$ cat src/sv/spd_pkg.sv
`default_nettype none
package spd_pkg;

    // Line control characters
    localparam logic [7:0] SYN_CH = 8'h16;
    localparam logic [7:0] DLE_CH = 8'h10;
    localparam logic [7:0] ETX_CH = 8'h03;
    localparam logic [7:0] XOFF_CH = 8'h13;
    localparam logic [7:0] XON_CH = 8'h11;

    // Characters that follow DLE in an escape
    localparam logic [7:0] ESC_SYN = 8'h53;  // 'S'
    localparam logic [7:0] ESC_DLE = 8'h44;  // 'D'
    localparam logic [7:0] ESC_ETX = 8'h43;  // 'C'
    localparam logic [7:0] ESC_XOFF = 8'h73; // 's'
    localparam logic [7:0] ESC_XON = 8'h71;  // 'q'

    // Configuration register indexes
    localparam int CFG_IDX_W = 2;
    localparam logic [CFG_IDX_W-1:0] CFG_ACCEPT_TYPE = 2'd0;
    localparam logic [CFG_IDX_W-1:0] CFG_MAX_LENGTH = 2'd1;
    localparam logic [CFG_IDX_W-1:0] CFG_TX_SEQUENCE = 2'd2;
    localparam int CFG_DATA_W = 11;

    // Wanted packet type codes
    localparam logic [1:0] ACC_DATA = 2'd0;
    localparam logic [1:0] ACC_ACK = 2'd1;
    localparam logic [1:0] ACC_ANY = 2'd2;

    // Field widths
    localparam int LEN_W = 11;
    localparam int SEQ_W = 6;
    localparam int SUM_W = 18;

    // Report status codes
    typedef enum logic [2:0] {
        ST_GOOD = 3'd0,
        ST_BAD_TYPE = 3'd1,
        ST_BAD_LENGTH = 3'd2,
        ST_BAD_SEQUENCE = 3'd3,
        ST_BAD_CHECKSUM = 3'd4
    } t_status;

    // Parser phase, one-hot
    typedef enum logic [7:0] {
        PH_HUNT = 8'b0000_0001,
        PH_TYPE = 8'b0000_0010,
        PH_LEN1 = 8'b0000_0100,
        PH_SEQ = 8'b0000_1000,
        PH_DATA = 8'b0001_0000,
        PH_CS0 = 8'b0010_0000,
        PH_CS1 = 8'b0100_0000,
        PH_CS2 = 8'b1000_0000
    } t_phase;

    // Classified line word passed from front to back
    typedef struct packed {
        logic [7:0] raw;
        logic [7:0] unesc;
        logic       is_syn;
        logic       is_dle;
    } t_word;

    // Queue status seen by the front
    typedef struct packed {
        logic full;
    } t_q_stat;

    // Queue head seen by the back
    typedef struct packed {
        logic  empty;
        t_word head;
    } t_q_head;

    // Result held in the output register
    typedef struct packed {
        logic             kind;
        logic [7:0]       data_byte;
        t_status          status;
        logic             packet_type;
        logic [LEN_W-1:0] length;
        logic             send_ack;
        logic [SEQ_W-1:0] ack_sequence;
    } t_result;

endpackage
`default_nettype wire

$ cat src/sv/spd_in_if.sv
`default_nettype none
interface spd_in_if;
    logic       valid;
    logic       ready;
    logic [7:0] rx_byte;

    modport source(output valid, output rx_byte, input ready);
    modport sink(input valid, input rx_byte, output ready);
endinterface
`default_nettype wire

$ cat src/sv/spd_out_if.sv
`default_nettype none
interface spd_out_if;
    logic        valid;
    logic        ready;
    logic        kind;
    logic [7:0]  data_byte;
    logic [2:0]  status;
    logic        packet_type;
    logic [10:0] length;
    logic        send_ack;
    logic [5:0]  ack_sequence;

    modport source(output valid, output kind, output data_byte, output status,
                   output packet_type, output length, output send_ack,
                   output ack_sequence, input ready);
    modport sink(input valid, input kind, input data_byte, input status,
                 input packet_type, input length, input send_ack,
                 input ack_sequence, output ready);
endinterface
`default_nettype wire

$ cat src/sv/spd_front.sv
`default_nettype none
module spd_front
    import spd_pkg::*;
(
    spd_in_if.sink  i_rx,
    input  t_q_stat i_q_stat,
    output logic    o_push,
    output t_word   o_word
);

    // Decode the character that follows DLE
    function automatic logic [7:0] unescape(input logic [7:0] c);
        logic [7:0] r;
        case (c)
            ESC_SYN:  r = SYN_CH;
            ESC_DLE:  r = DLE_CH;
            ESC_ETX:  r = ETX_CH;
            ESC_XOFF: r = XOFF_CH;
            ESC_XON:  r = XON_CH;
            default:  r = c;
        endcase
        return r;
    endfunction

    // Take a word whenever the queue has room
    assign i_rx.ready = !i_q_stat.full;
    assign o_push = i_rx.valid && !i_q_stat.full;

    // Classify the raw byte
    assign o_word.raw = i_rx.rx_byte;
    assign o_word.unesc = unescape(i_rx.rx_byte);
    assign o_word.is_syn = (i_rx.rx_byte == SYN_CH);
    assign o_word.is_dle = (i_rx.rx_byte == DLE_CH);

endmodule
`default_nettype wire

$ cat src/sv/spd_queue.sv
`default_nettype none
module spd_queue
    import spd_pkg::*;
#(
    parameter int DEPTH = 2
) (
    input  logic    i_clk,
    input  logic    i_rst_n,
    input  logic    i_push,
    input  t_word   i_word,
    input  logic    i_pop,
    output t_q_stat o_stat,
    output t_q_head o_head
);

    localparam int PTR_W = (DEPTH > 1) ? $clog2(DEPTH) : 1;
    localparam int CNT_W = $clog2(DEPTH + 1);
    localparam logic [PTR_W-1:0] LAST = PTR_W'(DEPTH - 1);
    localparam logic [CNT_W-1:0] FULL_CNT = CNT_W'(DEPTH);

    t_word            r_mem [DEPTH];
    logic [PTR_W-1:0] r_wr_ptr, n_wr_ptr;
    logic [PTR_W-1:0] r_rd_ptr, n_rd_ptr;
    logic [CNT_W-1:0] r_count, n_count;

    // Advance pointers and count
    always_comb begin
        n_wr_ptr = r_wr_ptr;
        n_rd_ptr = r_rd_ptr;
        n_count = r_count;
        if (i_push) begin
            n_wr_ptr = (r_wr_ptr == LAST) ? '0 : r_wr_ptr + 1'b1;
        end
        if (i_pop) begin
            n_rd_ptr = (r_rd_ptr == LAST) ? '0 : r_rd_ptr + 1'b1;
        end
        if (i_push && !i_pop) begin
            n_count = r_count + 1'b1;
        end else if (!i_push && i_pop) begin
            n_count = r_count - 1'b1;
        end
    end

    always_ff @(posedge i_clk) begin
        if (!i_rst_n) begin
            r_wr_ptr <= '0;
            r_rd_ptr <= '0;
            r_count <= '0;
        end else begin
            r_wr_ptr <= n_wr_ptr;
            r_rd_ptr <= n_rd_ptr;
            r_count <= n_count;
        end
    end

    // Store the pushed word
    always_ff @(posedge i_clk) begin
        if (i_push) begin
            r_mem[r_wr_ptr] <= i_word;
        end
    end

    assign o_stat.full = (r_count == FULL_CNT);
    assign o_head.empty = (r_count == '0);
    assign o_head.head = r_mem[r_rd_ptr];

endmodule
`default_nettype wire

$ cat src/sv/spd_back.sv
`default_nettype none
module spd_back
    import spd_pkg::*;
(
    input  logic                  i_clk,
    input  logic                  i_rst_n,
    input  logic                  i_cfg_we,
    input  logic [CFG_IDX_W-1:0]  i_cfg_index,
    input  logic [CFG_DATA_W-1:0] i_cfg_data,
    input  t_q_head               i_q_head,
    output logic                  o_pop,
    spd_out_if.source             o_res
);

    logic [1:0]       r_accept_type;
    logic [LEN_W-1:0] r_max_length;
    logic [SEQ_W-1:0] r_tx_sequence;

    t_phase           r_phase, n_phase;
    logic             r_esc, n_esc;
    logic [SUM_W-1:0] r_sum, n_sum;
    logic [SUM_W-1:0] r_cap_sum, n_cap_sum;
    logic [SUM_W-1:0] r_rcv_sum, n_rcv_sum;
    logic             r_hdr_type, n_hdr_type;
    logic [LEN_W-1:0] r_frame_len, n_frame_len;
    logic [LEN_W-1:0] r_bytes_left, n_bytes_left;
    logic [SEQ_W-1:0] r_exp_seq, n_exp_seq;

    logic             r_out_valid;
    t_result          r_res;

    logic             emit;
    t_result          res;
    t_word            w;
    logic [7:0]       c;
    logic [SUM_W-1:0] sum_add;
    logic             want;
    logic [LEN_W-1:0] len_full;
    logic [SEQ_W-1:0] want_seq;
    logic [LEN_W-1:0] left_dec;
    logic [SUM_W-1:0] rcv_full;

    // Hold configuration registers
    always_ff @(posedge i_clk) begin
        if (!i_rst_n) begin
            r_accept_type <= ACC_ANY;
            r_max_length <= LEN_W'(1023);
            r_tx_sequence <= '0;
        end else if (i_cfg_we) begin
            case (i_cfg_index)
                CFG_ACCEPT_TYPE: r_accept_type <= i_cfg_data[1:0];
                CFG_MAX_LENGTH:  r_max_length <= i_cfg_data[LEN_W-1:0];
                CFG_TX_SEQUENCE: r_tx_sequence <= i_cfg_data[SEQ_W-1:0];
                default:         ;
            endcase
        end
    end

    // Take a word when the output register is free or being drained
    assign o_pop = !i_q_head.empty && (!r_out_valid || o_res.ready);
    assign w = i_q_head.head;
    assign c = r_esc ? w.unesc : w.raw;
    assign sum_add = r_sum + {{(SUM_W-8){1'b0}}, w.raw};
    assign len_full = {r_frame_len[LEN_W-1:6], c[5:0]};
    assign want_seq = r_hdr_type ? r_exp_seq : r_tx_sequence + 1'b1;
    assign left_dec = r_bytes_left - 1'b1;
    assign rcv_full = {r_rcv_sum[SUM_W-1:6], c[5:0]};

    // Parse one classified word
    always_comb begin
        n_phase = r_phase;
        n_esc = r_esc;
        n_sum = r_sum;
        n_cap_sum = r_cap_sum;
        n_rcv_sum = r_rcv_sum;
        n_hdr_type = r_hdr_type;
        n_frame_len = r_frame_len;
        n_bytes_left = r_bytes_left;
        n_exp_seq = r_exp_seq;
        emit = 1'b0;
        want = 1'b0;
        res = '0;
        res.kind = 1'b1;
        res.status = ST_GOOD;
        res.packet_type = r_hdr_type;
        res.send_ack = r_hdr_type;
        res.ack_sequence = r_exp_seq;
        res.length = r_frame_len;
        if (o_pop) begin
            if (w.is_syn) begin
                // restart the header on any raw SYN
                n_phase = PH_TYPE;
                n_sum = '0;
                n_esc = 1'b0;
            end else if (r_phase == PH_HUNT) begin
                // drop bytes while hunting
            end else if (w.is_dle) begin
                n_sum = sum_add;
                n_esc = 1'b1;
            end else begin
                n_sum = sum_add;
                n_esc = 1'b0;
                case (r_phase)
                    PH_TYPE: begin
                        n_hdr_type = c[5];
                        n_frame_len = {c[4:0], 6'b0};
                        case (r_accept_type)
                            ACC_DATA: want = 1'b1;
                            ACC_ACK:  want = 1'b0;
                            default:  want = c[5];
                        endcase
                        if (want != c[5]) begin
                            emit = 1'b1;
                            res.status = ST_BAD_TYPE;
                            res.packet_type = c[5];
                            res.send_ack = c[5];
                            res.length = '0;
                            n_phase = PH_HUNT;
                        end else begin
                            n_phase = PH_LEN1;
                        end
                    end
                    PH_LEN1: begin
                        n_frame_len = len_full;
                        res.length = len_full;
                        if (len_full > r_max_length) begin
                            emit = 1'b1;
                            res.status = ST_BAD_LENGTH;
                            n_phase = PH_HUNT;
                        end else begin
                            n_phase = PH_SEQ;
                        end
                    end
                    PH_SEQ: begin
                        if (c[SEQ_W-1:0] != want_seq) begin
                            emit = 1'b1;
                            res.status = ST_BAD_SEQUENCE;
                            n_phase = PH_HUNT;
                        end else if (r_frame_len == '0) begin
                            n_cap_sum = sum_add;
                            n_rcv_sum = '0;
                            n_phase = PH_CS0;
                        end else begin
                            n_bytes_left = r_frame_len;
                            n_phase = PH_DATA;
                        end
                    end
                    PH_DATA: begin
                        emit = 1'b1;
                        res = '0;
                        res.kind = 1'b0;
                        res.status = ST_GOOD;
                        res.data_byte = c;
                        n_bytes_left = left_dec;
                        if (left_dec == '0) begin
                            n_cap_sum = sum_add;
                            n_rcv_sum = '0;
                            n_phase = PH_CS0;
                        end
                    end
                    PH_CS0: begin
                        n_rcv_sum = {c[5:0], 12'b0};
                        n_phase = PH_CS1;
                    end
                    PH_CS1: begin
                        n_rcv_sum = {r_rcv_sum[SUM_W-1:12], c[5:0], 6'b0};
                        n_phase = PH_CS2;
                    end
                    PH_CS2: begin
                        n_rcv_sum = rcv_full;
                        emit = 1'b1;
                        n_phase = PH_HUNT;
                        if (r_cap_sum != rcv_full) begin
                            res.status = ST_BAD_CHECKSUM;
                        end else if (r_hdr_type) begin
                            n_exp_seq = r_exp_seq + 1'b1;
                            res.ack_sequence = r_exp_seq + 1'b1;
                        end
                    end
                    default: begin
                        n_phase = PH_HUNT;
                    end
                endcase
            end
        end
    end

    // Hold parser state
    always_ff @(posedge i_clk) begin
        if (!i_rst_n) begin
            r_phase <= PH_HUNT;
            r_esc <= 1'b0;
            r_sum <= '0;
            r_cap_sum <= '0;
            r_rcv_sum <= '0;
            r_hdr_type <= 1'b0;
            r_frame_len <= '0;
            r_bytes_left <= '0;
            r_exp_seq <= '0;
        end else begin
            r_phase <= n_phase;
            r_esc <= n_esc;
            r_sum <= n_sum;
            r_cap_sum <= n_cap_sum;
            r_rcv_sum <= n_rcv_sum;
            r_hdr_type <= n_hdr_type;
            r_frame_len <= n_frame_len;
            r_bytes_left <= n_bytes_left;
            r_exp_seq <= n_exp_seq;
        end
    end

    // Load or drain the output register
    always_ff @(posedge i_clk) begin
        if (!i_rst_n) begin
            r_out_valid <= 1'b0;
        end else if (emit) begin
            r_out_valid <= 1'b1;
        end else if (o_res.ready) begin
            r_out_valid <= 1'b0;
        end
    end

    always_ff @(posedge i_clk) begin
        if (emit) begin
            r_res <= res;
        end
    end

    assign o_res.valid = r_out_valid;
    assign o_res.kind = r_res.kind;
    assign o_res.data_byte = r_res.data_byte;
    assign o_res.status = r_res.status;
    assign o_res.packet_type = r_res.packet_type;
    assign o_res.length = r_res.length;
    assign o_res.send_ack = r_res.send_ack;
    assign o_res.ack_sequence = r_res.ack_sequence;

endmodule
`default_nettype wire

$ cat src/sv/stuffed_packet_deframer.sv
// Receive deframer for a DLE byte-stuffed serial packet link.
// i_rx carries one raw line byte per word; o_res carries either a decoded
// payload byte (kind 0) or an end-of-packet report (kind 1) with status,
// type, length and an ack request for data packets. Both channels move a
// word at a rising edge where valid and ready are both high.
// Configuration (accept type, maximum length, transmit sequence) is written
// through i_cfg_we / i_cfg_index / i_cfg_data; the user must write it only
// while the block is idle, which the block itself does not enforce.
// Throughput is one byte per cycle unless the receiver stalls. A byte
// accepted into the classification queue is taken by the parser, and its
// result, if any, is registered in the output register. The parser handles
// one queued word per cycle; the rate falls below that only while the
// receiver stalls. Reset (synchronous, i_rst_n low) empties the queue and
// the output register, restores the register defaults and puts the parser
// into sync hunting. When the receiver stalls, the output register holds
// its word, the parser stops taking words, the queue fills (QUEUE_DEPTH
// words) and i_rx.ready falls.
`default_nettype none
module stuffed_packet_deframer
    import spd_pkg::*;
#(
    parameter int QUEUE_DEPTH = 2
) (
    input  logic                  i_clk,
    input  logic                  i_rst_n,
    input  logic                  i_cfg_we,
    input  logic [CFG_IDX_W-1:0]  i_cfg_index,
    input  logic [CFG_DATA_W-1:0] i_cfg_data,
    spd_in_if.sink                i_rx,
    spd_out_if.source             o_res
);

    logic    push;
    logic    pop;
    t_word   word;
    t_q_stat q_stat;
    t_q_head q_head;

    // Classify incoming bytes
    spd_front u_front (
        .i_rx     (i_rx),
        .i_q_stat (q_stat),
        .o_push   (push),
        .o_word   (word)
    );

    // Decouple front from parser
    spd_queue #(
        .DEPTH (QUEUE_DEPTH)
    ) u_queue (
        .i_clk   (i_clk),
        .i_rst_n (i_rst_n),
        .i_push  (push),
        .i_word  (word),
        .i_pop   (pop),
        .o_stat  (q_stat),
        .o_head  (q_head)
    );

    // Parse packets and drive results
    spd_back u_back (
        .i_clk       (i_clk),
        .i_rst_n     (i_rst_n),
        .i_cfg_we    (i_cfg_we),
        .i_cfg_index (i_cfg_index),
        .i_cfg_data  (i_cfg_data),
        .i_q_head    (q_head),
        .o_pop       (pop),
        .o_res       (o_res)
    );

endmodule
`default_nettype wire
$ cat src/flat_wrapper.sv
// flat-port wrapper written by rule: the top's interface ports become plain ports
module stuffed_packet_deframer_flat import spd_pkg::*;
#(
    parameter int QUEUE_DEPTH = 2
)
  (i_clk, i_rst_n, i_cfg_we, i_cfg_index, i_cfg_data, i_rx_valid, i_rx_rx_byte, i_rx_ready, o_res_valid, o_res_kind, o_res_data_byte, o_res_status, o_res_packet_type, o_res_length, o_res_send_ack, o_res_ack_sequence, o_res_ready);
  spd_in_if i_rx_i ();
  spd_out_if o_res_i ();
  input  logic i_clk;
  input  logic i_rst_n;
  input  logic i_cfg_we;
  input  logic [CFG_IDX_W-1:0] i_cfg_index;
  input  logic [CFG_DATA_W-1:0] i_cfg_data;
  input wire logic [$bits(i_rx_i.valid)-1:0] i_rx_valid;
  input wire logic [$bits(i_rx_i.rx_byte)-1:0] i_rx_rx_byte;
  output wire logic [$bits(i_rx_i.ready)-1:0] i_rx_ready;
  output wire logic [$bits(o_res_i.valid)-1:0] o_res_valid;
  output wire logic [$bits(o_res_i.kind)-1:0] o_res_kind;
  output wire logic [$bits(o_res_i.data_byte)-1:0] o_res_data_byte;
  output wire logic [$bits(o_res_i.status)-1:0] o_res_status;
  output wire logic [$bits(o_res_i.packet_type)-1:0] o_res_packet_type;
  output wire logic [$bits(o_res_i.length)-1:0] o_res_length;
  output wire logic [$bits(o_res_i.send_ack)-1:0] o_res_send_ack;
  output wire logic [$bits(o_res_i.ack_sequence)-1:0] o_res_ack_sequence;
  input wire logic [$bits(o_res_i.ready)-1:0] o_res_ready;
  assign i_rx_i.valid = i_rx_valid;
  assign i_rx_i.rx_byte = i_rx_rx_byte;
  assign i_rx_ready = i_rx_i.ready;
  assign o_res_valid = o_res_i.valid;
  assign o_res_kind = o_res_i.kind;
  assign o_res_data_byte = o_res_i.data_byte;
  assign o_res_status = o_res_i.status;
  assign o_res_packet_type = o_res_i.packet_type;
  assign o_res_length = o_res_i.length;
  assign o_res_send_ack = o_res_i.send_ack;
  assign o_res_ack_sequence = o_res_i.ack_sequence;
  assign o_res_i.ready = o_res_ready;
  stuffed_packet_deframer #(.QUEUE_DEPTH(QUEUE_DEPTH)) u_core (.i_clk(i_clk), .i_rst_n(i_rst_n), .i_cfg_we(i_cfg_we), .i_cfg_index(i_cfg_index), .i_cfg_data(i_cfg_data), .i_rx(i_rx_i), .o_res(o_res_i));
endmodule
$ cat config.mk
export PLATFORM = sky130hd
export DESIGN_NAME = stuffed_packet_deframer_flat
export DESIGN_NICKNAME = d
export VERILOG_FILES = /design/src/sv/spd_pkg.sv /design/src/sv/spd_in_if.sv /design/src/sv/spd_out_if.sv /design/src/sv/spd_front.sv /design/src/sv/spd_queue.sv /design/src/sv/spd_back.sv /design/src/sv/stuffed_packet_deframer.sv /design/src/flat_wrapper.sv
export SDC_FILE = /design/constraint.sdc
export NUM_CORES = 1
export LEC_CHECK = 0
export BUFFER_PORTS_ARGS = -buffer_cell sky130_fd_sc_hd__buf_2
export CORE_MARGIN = 2
export CORE_UTILIZATION = 45
export DETAILED_ROUTE_END_ITERATION = 8
export PLACE_DENSITY = 0.74
export SYNTH_ARGS = -nofsm -noshare
export SYNTH_HDL_FRONTEND = slang
export SYNTH_HIERARCHICAL = 1
export SYNTH_SLANG_ARGS = --single-unit
$ cat constraint.sdc
create_clock -name i_clk -period 4.15 [get_ports i_clk]
set_input_delay 0.415 -clock i_clk [delete_from_list [all_inputs] [get_ports i_clk]]
set_output_delay 0.415 -clock i_clk [all_outputs]
set_load 0.02 [all_outputs]
======== Word level (Yosys, flattened, before mapping) ========
Memories as Yosys holds them, arrays and structs flattened. A register that Yosys moved wholly into a read port is not among the register bits.
Index checks and enable logic that the tools add are counted.
storage, ports and cells
  flip-flop bits (word level) ............. 141
  memory bits (writable) .................. 36
  input bits .............................. 26
  output and inout bits ................... 33
  word-level logic and storage cells ...... 178
  memories ................................ 1
memory list
  memory                words  bits a word  rd ports  clocked after memory_dff  wr ports  line             text
  u_core.u_queue.r_mem  2      18           1         1                         1         spd_queue.sv:21  t_word r_mem [DEPTH];
operators by class
  add/sub/neg operators ................... 8
  $lt $le $gt $ge ......................... 1
  equal/unequal tests ..................... 29
  mux-type cells .......................... 69
  bitwise logic cells ..................... 8
  reductions and logical operators ........ 37
operator list
  kind                                                count
  2-to-1 mux 18 bit                                   8
  one-hot mux 18 bit (5 select lines)                 1
  2-to-1 mux 19 bit                                   4
  == test 8 x 7 -> 1 bit, second input constant       6
  one-hot mux 8 bit (6 select lines)                  1
  one-hot mux 11 bit (2 select lines)                 2
  2-to-1 mux 8 bit                                    5
  one-hot mux 8 bit (5 select lines)                  1
  one-hot mux 18 bit (2 select lines)                 1
  one-hot mux 11 bit (3 select lines)                 1
  2-to-1 mux 6 bit                                    5
  == test 8 x 5 -> 1 bit, second input constant       3
  2-to-1 mux 1 bit                                    23
  zero test 11 bit                                    2
  2-to-1 mux 11 bit                                   2
  adder 18 x 8 -> 18 bit                              1
  != test 18 bit                                      1
  AND reduction 5 bit                                 3
  2-to-1 mux 14 bit                                   1
  adder 6 x 1 -> 6 bit, second input constant         2
  one-hot mux 3 bit (4 select lines)                  1
  one-hot mux 6 bit (2 select lines)                  1
  > comparator 11 bit                                 1
  subtractor 11 x 1 -> 11 bit, second input constant  1
  40 further kinds                                    75

======== Longest topological paths before layout ========
Gate-level depths: netlist of run 1.
  depth after elaboration ................. 15
  mapped depth ............................ 13
  depth with buffers taken out ............ 11

======== Modules after synthesis ========
The synthesis of run 1 kept the hierarchy.
modules (own cells, without submodules)
  module     times used  cells each  area an instance (um^2)  sequential area each (um^2)
  spd_back   1           856         7414.6                   3022.9
  spd_queue  1           78          1515.2                   1181.1
  spd_front  1           34          226.5                    0.0

======== Least setup slack after synthesis of run 1 ========
Ideal clock, no wire load.
  path kind ............................... register to register
  from .................................... register (tool-made name)
  to ...................................... register u_core.u_back.r_res (netlist bit u_core/u_back/o_res.ack_sequence[0]), enable pin
  library setup time ...................... 435 ps
  arrival time ............................ 4139 ps
  data required time ...................... 3715 ps
  slack ................................... -424 ps
  cell stages (with the launch flop) ...... 13
  path buffers ............................ 2
  period minus slack after synthesis ...... 4574 ps
  cell sequence ........................... dfxtp_1 buf_2 buf_4 mux2_2 mux2i_1 inv_1 ha_1 nor2b_1 o21bai_1 a31o_2 a31oi_1 nand2_1 a31oi_1
RTL lines
  item                  line             text
  end signal, assigned  spd_back.sv:226  r_res <= res;
  end, declared         spd_back.sv:30   t_result r_res;

==> metrics.md, run 1 <==
| Metric | Value |
|---|---|
| CTS Buffer Depth | 2 |
| Worst hold slack | about 0.21 ns |
| Largest net degree at the start of global routing | 60 |
| Initial Util | 45.54% |
| Period minus WS final | 3.764 ns |
| Setup_tns | 0 ns |
| Crit path capture type | flip-flop |
| Hold-fix buffers, CTS | 0 |
| YS warnings | 6 |
| Crit path max-delay cell type | dfxtp_1 |
| Slew Limit Fails | 0 |
| Fin util | 51.41% |
| Netlist cell types | 78 |
| Detailed placement HPWL | 16060 microns |
| EDFF count, synth | 66 |
| Row count | 52 |
| Flip-flop and latch count after synthesis | 177 |
| Clock latency on the worst-skew pair | about 0.43 ns |
| Antenna fix cells | 0 |
| Post-CTS Repair Setup Buffers | 0 |
| Die H | between 100 and 150 microns |
| Mapped Area | 9156 sq um |
| Final WL | 22240 microns |
| Yosys top cell area share | roughly 24% |
| Reg2reg end | u_core/u_back/o_res.ack_sequence[0] |
| Final setup vio count | 0 |
| Syn Inst Count | 968 |
| Worst Path Buf+Inv | 3 |
| DRT iter0 DRCs | 650 |
| CP Data Required Time | 4.25 ns |
| R2r setup slk | 0.39 ns |
| Total track usage | 21.33% |
| Final period util | 90.69% |
| Die area | 21500 sq um |
| PD cells | 465.1 nW/um^2 |
| First-pass GRT wire length | 36160 microns |
| Lkg Pwr | 3.844 nW |
| Hold worst-path end | u_core/u_back/r_max_length[9] |
| Critical path cell sequence | buf_4 > mux2_2 > mux2_4 > inv_2 > ha_1 > nand4_1 > or3_1 > o21ai_0 > a31oi_1 > nand2_1 > a31oi_4 > buf_4 |
| Via count | 7386 |
| HP Start | i_cfg_data[9] |
| CP delay by family, top | buffers and inverters |
| CP peak stage delay | 0.71 ns |
| Sequential area share after synthesis | 45.91% |
| WP data arrival | 3.86 ns |
| Crit path kind | reg2reg |
| Number of hold violations in the final report | 0 |
| Commonest non-fill, non-tap cell in the layout | nor2_1 |
| Share of cells above drive strength 1 | between 15 and 20% |
| Critical Path Start Type | flip-flop |
| Port bufs | 58 |
| CTS tree | built |
| Cell mode on critical path | buf_4 |
| Drt first pass iters | 6 |
| Largest area contributor in the netlist | dfxtp_1 |
| Most frequent cells in the layout | 116 x nor2_1, 111 x dfxtp_1, 105 x nand2_1 |
| DRT antenna net count | 0 |
| GPL Wtd Cong | approximately 0.87 |
| Io pins | 59 |
| Worst-path maximum fanout | 27 |
| Hold Crit Class | in2reg |
| DR vias/cell | 5.682 |
| Hold path depth | 3 |
| Reg clk slew, reported paths | 0.07 ns |
| CTS root buf | clkbuf_16 |
| Vias in the first global route | approximately 7000 |
| Total congestion overflow | 0 |
| Slew HR | ~11% |
| Post-cts resize count | 0 |
| Area Overhead vs Synth | 12.89% |
| FF-to-FF path depth | 12 |
| Avg Cell Area, Syn | 9.459 sq um |
| Most used DFF post-synth | dfxtp_1 |
| CTS Buf Count | 17 |
| Max_cap viols | 0 |
| Mapped Nets | between 1000 and 1500 |
| # nets final | 1068 |
| Residual DRC | 0 |
| Core area | 20100 sq um |
| H-tree depth | 4 |
| Clock sink count | ~180 |
| Area contributors post-synth | dfxtp_1 24%, edfxtp_1 22%, nor2_1 4.8%, mux2i_1 4.4%, nand2_1 4.3% |
| Die width | 146.6 microns |
| Initial antenna violation count | 0 |
| Wirelength per Cell | 17.11 microns |
| Status | complete, no violations |
| Async SR Flop Fraction | 0% |
| Worst Tran Pin Value | 1.322 ns |
| Fmax | 265.7 MHz |
| Clock Skew | 0.01024 ns |
| RSZ-0062 raised after global routing | false |
| VDD IR max | a little under 400 uV |
## synth_stat cells, drive strengths merged (3+ instances only)
cell type  count
and4           4
nor4           6
and2          13
mux2i         42
nand2        105
a211o          3
a31oi         15
mux2          21
xor2          13
nand3b         4
edfxtp        66
o21ai         27
nand4b         3
a22o           3
a221oi         3
buf           17
nor2b          9
o211a          4
a21oi         48
nor2         116
nor3b          5
o21bai         4
and3           6
or2            5
nand3         21
a211oi        19
nand4         12
inv           42
dfxtp        111
nor3          24
o211ai        13
or3            7
xnor2         36
a22oi         13
o221a          3
ha            24
o21a           7
nand2b        11
a21o          13
clkbuf        38
## worst reg2reg max path: stages (launching register included)
cell and delay, ns:
dfxtp_1 0.71, buf_4 0.26, mux2_2 0.35, mux2_4 0.29, inv_2 0.15, ha_1 0.25, nand4_1 0.08, or3_1 0.09
o21ai_0 0.08, a31oi_1 0.31, nand2_1 0.19, a31oi_4 0.30, buf_4 0.35
## flip-flops by register name (all words and copies together) (netlist names), 6 cells and up, named ones only
signal / count
u_core/u_back/r_rcv_sum: 12
u_core/u_back/o_res.ack_sequence: 6
u_core/u_back/r_exp_seq: 6
u_core/u_queue/r_mem: 36
u_core/u_back/r_max_length: 11
u_core/u_back/r_cap_sum: 18
u_core/u_back/o_res.data_byte: 8
u_core/u_back/o_res.length: 11
u_core/u_back/r_tx_sequence: 6
u_core/u_back/r_frame_len: 11
u_core/u_back/r_phase: 8
u_core/u_back/r_sum: 18
u_core/u_back/r_bytes_left: 11
## worst max-delay path by stage
stage	end	slack [ns]	depth (start not counted)	startpoint
floorplan	u_core/u_back/o_res.ack_sequence[0]	0.17	12	flip-flop
global placement	u_core/u_back/o_res.status[0]	0.56	11	flip-flop
detailed placement	u_core/u_back/o_res.length[1]	0.46	12	flip-flop
CTS	u_core/u_back/o_res.ack_sequence[0]	0.42	12	flip-flop
global route	u_core/u_back/o_res.ack_sequence[0]	0.17	12	flip-flop
finish	u_core/u_back/o_res.ack_sequence[0]	0.39	12	flip-flop
## through the flow
step                      cells  power [mW]  cell area [sq um]  setup slack (ns)
after floorplan             968       2.845               9163            0.1692
after global placement     1268       3.172               9738            0.5645
after detailed placement   1268       3.206               9738            0.4609
after CTS                  1300       4.812              10340            0.4184
after global routing       1300       5.030              10340            0.1694
final                      1300       4.808              10340            0.3865
## cell type report
cell class	count	area, sq um
fillers	1791	9768
multi-input cells	694	4546
flip-flops and latches	177	4204
well taps	270	337.8
inverters	42	157.7
clock buffers	24	493.0
repair buffers	85	493.0
clock inverters	8	105.1
## logic make-up (layout without fill, tap and decap cells)
| kind of cell | count (synthesis) | after routing | synth area share, % |
|---|---|---|---|
| compound gates | 196 | 196 | 14.73 |
| mux | 63 | 63 | 7.297 |
| flops | 177 | 177 | 45.91 |
| buf+inv | 97 | 159 | 4.605 |
| xor+xnor | 49 | 49 | 4.687 |
| fa+ha+maj | 25 | 25 | 3.498 |
| simple gates | 361 | 361 | 19.27 |
## routing by layer
metal	up-vias	track usage [%]	share of wire [%]
li1	3543	-	-
met1	3552	27.47	44
met2	249	35.14	47
met3	42	4.469	5.8
met4	0	8.544	2.6
met5	-	0	0
## where the power goes
part | switching, mW | leakage [nW] | internal [mW]
clock network | 0.657 | 0.283 | 0.956
registers | 0.0819 | 1.47 | 1.90
logic | 0.740 | 2.09 | 0.470
No activity file was read; power rests on OpenSTA's default activity.
==> run 2, diff against run 1 <==
Settings changed: PLACE_DENSITY 0.74 to 0.72.
Clock period 4.15 ns to 4 ns, I/O delays scaled along.
==> run 2 against run 1 <==
Effect of this change:
- global-route usage shrank 0.30 points
- critical path depth is 1 lower
- core utilization is 0.062 points higher
- non-clock buffer count down 1
==> metrics.md, run 2 (same netlist as run 1, synthesis figures left out) <==
| Metric | Value |
|---|---|
| Status | complete, no violations |
| Most frequent cells in the layout | 116 x nor2_1, 111 x dfxtp_1, 105 x nand2_1 |
| Worst Tran Pin Value | approximately 1.2 ns |
| Drt first pass iters | 5 |
| Max_cap viols | 0 |
| DR vias/cell | between 5 and 6 |
| CP Data Required Time | 4.13 ns |
| CTS Buffer Depth | 2 |
| Crit path capture type | flip-flop |
| Post-cts resize count | 0 |
| Slew HR | about a fifth |
| Via count | 7281 |
| CTS Buf Count | 17 |
| Final Power | 5.038 mW |
| Biggest regs | u_core/u_queue/r_mem x36, u_core/u_back/r_cap_sum x18, u_core/u_back/r_sum x18 |
| Port bufs | 58 |
| Antenna fix cells | 0 |
| Pre-CTS setup slack | 0.4219 ns |
| Final setup vio count | 0 |
| Die H | 146.6 microns |
| Die area | 21500 sq um |
| Row count | between 50 and 60 |
| Wirelength per Cell | about 17 microns |
| Sw frac | a little under a third |
| Residual DRC | 0 |
| Logic pwr share | between 20% and 30% |
| Commonest non-fill, non-tap cell in the layout | nor2_1 |
| Crit path kind | reg2reg |
| Clock latency on the worst-skew pair | 0.43 ns |
| Hold path depth | 3 |
| Slew Limit Fails | 0 |
| Lkg Pwr | 3.853 nW |
| Final period util | 90.20% |
| Initial Util | 45.54% |
| Io pins | 59 |
| Reg clk slew, reported paths | approximately 0.07 ns |
| Core area | 20100 sq um |
| Die width | 146.6 microns |
| Number of hold violations in the final report | 0 |
| Detailed placement HPWL | 16180 microns |
| # nets final | 1067 |
| Top reg by flops | u_core/u_queue/r_mem |
| Fin util | 51.48% |
| Clock power share | 34.3% |
| Clock sink count | about 180 |
| Initial antenna violation count | 1 |
| PD cells | 486.9 nW/um^2 |
| Largest net degree at the start of global routing | between 60 and 70 |
| Sw Pwr | 1.593 mW |
| H-tree depth | 4 |
| Period minus WS final | 3.608 ns |
| Setup_tns | 0 ns |
| Power Internal | roughly 3.4 mW |
| DRT antenna net count | 0 |
| Hold-fix buffers, CTS | 0 |
| Sequential Power Share | 40.7% |
| Fin worst setup slack | 0.3922 ns |
| Worst hold slack | between 0.15 and 0.2 ns |
| FF-to-FF path depth | 11 |
| Total track usage | 21.03% |
| HP Start | i_cfg_data[9] |
| DRT iter0 DRCs | 575 |
| Fmax | 277.2 MHz |
| Area Overhead vs Synth | 13.02% |
| WP data arrival | 3.74 ns |
| Worst-path maximum fanout | 27 |
| Share of cells above drive strength 1 | 15.84% |
| Hold worst-path end | u_core/u_back/r_max_length[9] |
| First-pass GRT wire length | 35470 microns |
| Final WL | 22250 microns |
| Vias in the first global route | between 6000 and 7000 |
| Post-CTS Repair Setup Buffers | 0 |
| GPL Wtd Cong | 0.8961 |
| CTS root buf | clkbuf_16 |
| Clock Skew | 0.008568 ns |
| Hold Crit Class | in2reg |
| VDD IR max | between 400 and 500 uV |
| R2r setup slk | 0.39 ns |
| Reg2reg end | u_core/u_back/o_res.length[5] |
| Critical Path Start Type | flip-flop |
| RSZ-0062 raised after global routing | false |
| CTS tree | built |
| Total congestion overflow | 0 |
| Max reg flops | 36 |
## run 2: final cells by class
cell class | instances | area, sq um
clock buffer | 17 | 425.4
sequential | 177 | 4204
clock inverter | 15 | 180.2
inverter | 42 | 157.7
timing repair buffer | 84 | 498.0
multi-input combinational | 694 | 4546
fill | 1820 | 9756
tap | 270 | 337.8
## run 2: power by group through the flow
stage / clock, mW / combinational (mW) / sequential (mW)
finish: 1.73 / 1.26 / 2.05
global route: 1.84 / 1.37 / 2.06
CTS: 1.75 / 1.24 / 2.05
detailed placement: 0 / 1.23 / 2.09
global placement: 0 / 1.21 / 2.09
floorplan: 0 / 0.903 / 2.05
## run 2: how the worst max path moves through the flow
stage	endpoint	slack, ns
2_1_floorplan	u_core/u_back/o_res.ack_sequence[0]	0.02
3_3_place_gp	u_core/u_back/o_res.length[1]	0.55
3_5_place_dp	u_core/u_back/o_res.status[0]	0.42
4_1_cts	u_core/u_back/o_res.length[5]	0.41
5_1_grt	u_core/u_back/o_res.length[4]	0.15
6_report	u_core/u_back/o_res.length[5]	0.39
## run 2: stage by stage
stage	area, sq um	instances
5_1_grt	10350	1299
4_1_cts	10350	1299
6_report	10350	1299
3_3_place_gp	9743	1267
2_1_floorplan	9163	968
3_5_place_dp	9743	1267
## run 2: routing by layer
metal	wire length [microns]	track usage, %	up-vias
li1	-	-	3540
met1	10100	27.64	3502
met2	10610	34.37	201
met3	1077	4.188	36
met4	443	8.010	2
met5	10	0	-
## run 2: critical path, stage by stage, from the launching register on
cell      delay (ns)
dfxtp_1         0.65
mux2_2          0.41
mux2i_1         0.21
inv_1           0.19
ha_1            0.34
nand3_1         0.09
o21bai_1        0.16
a31o_2          0.25
a31oi_1         0.27
nand2_1         0.19
a31oi_4         0.32
buf_12          0.22
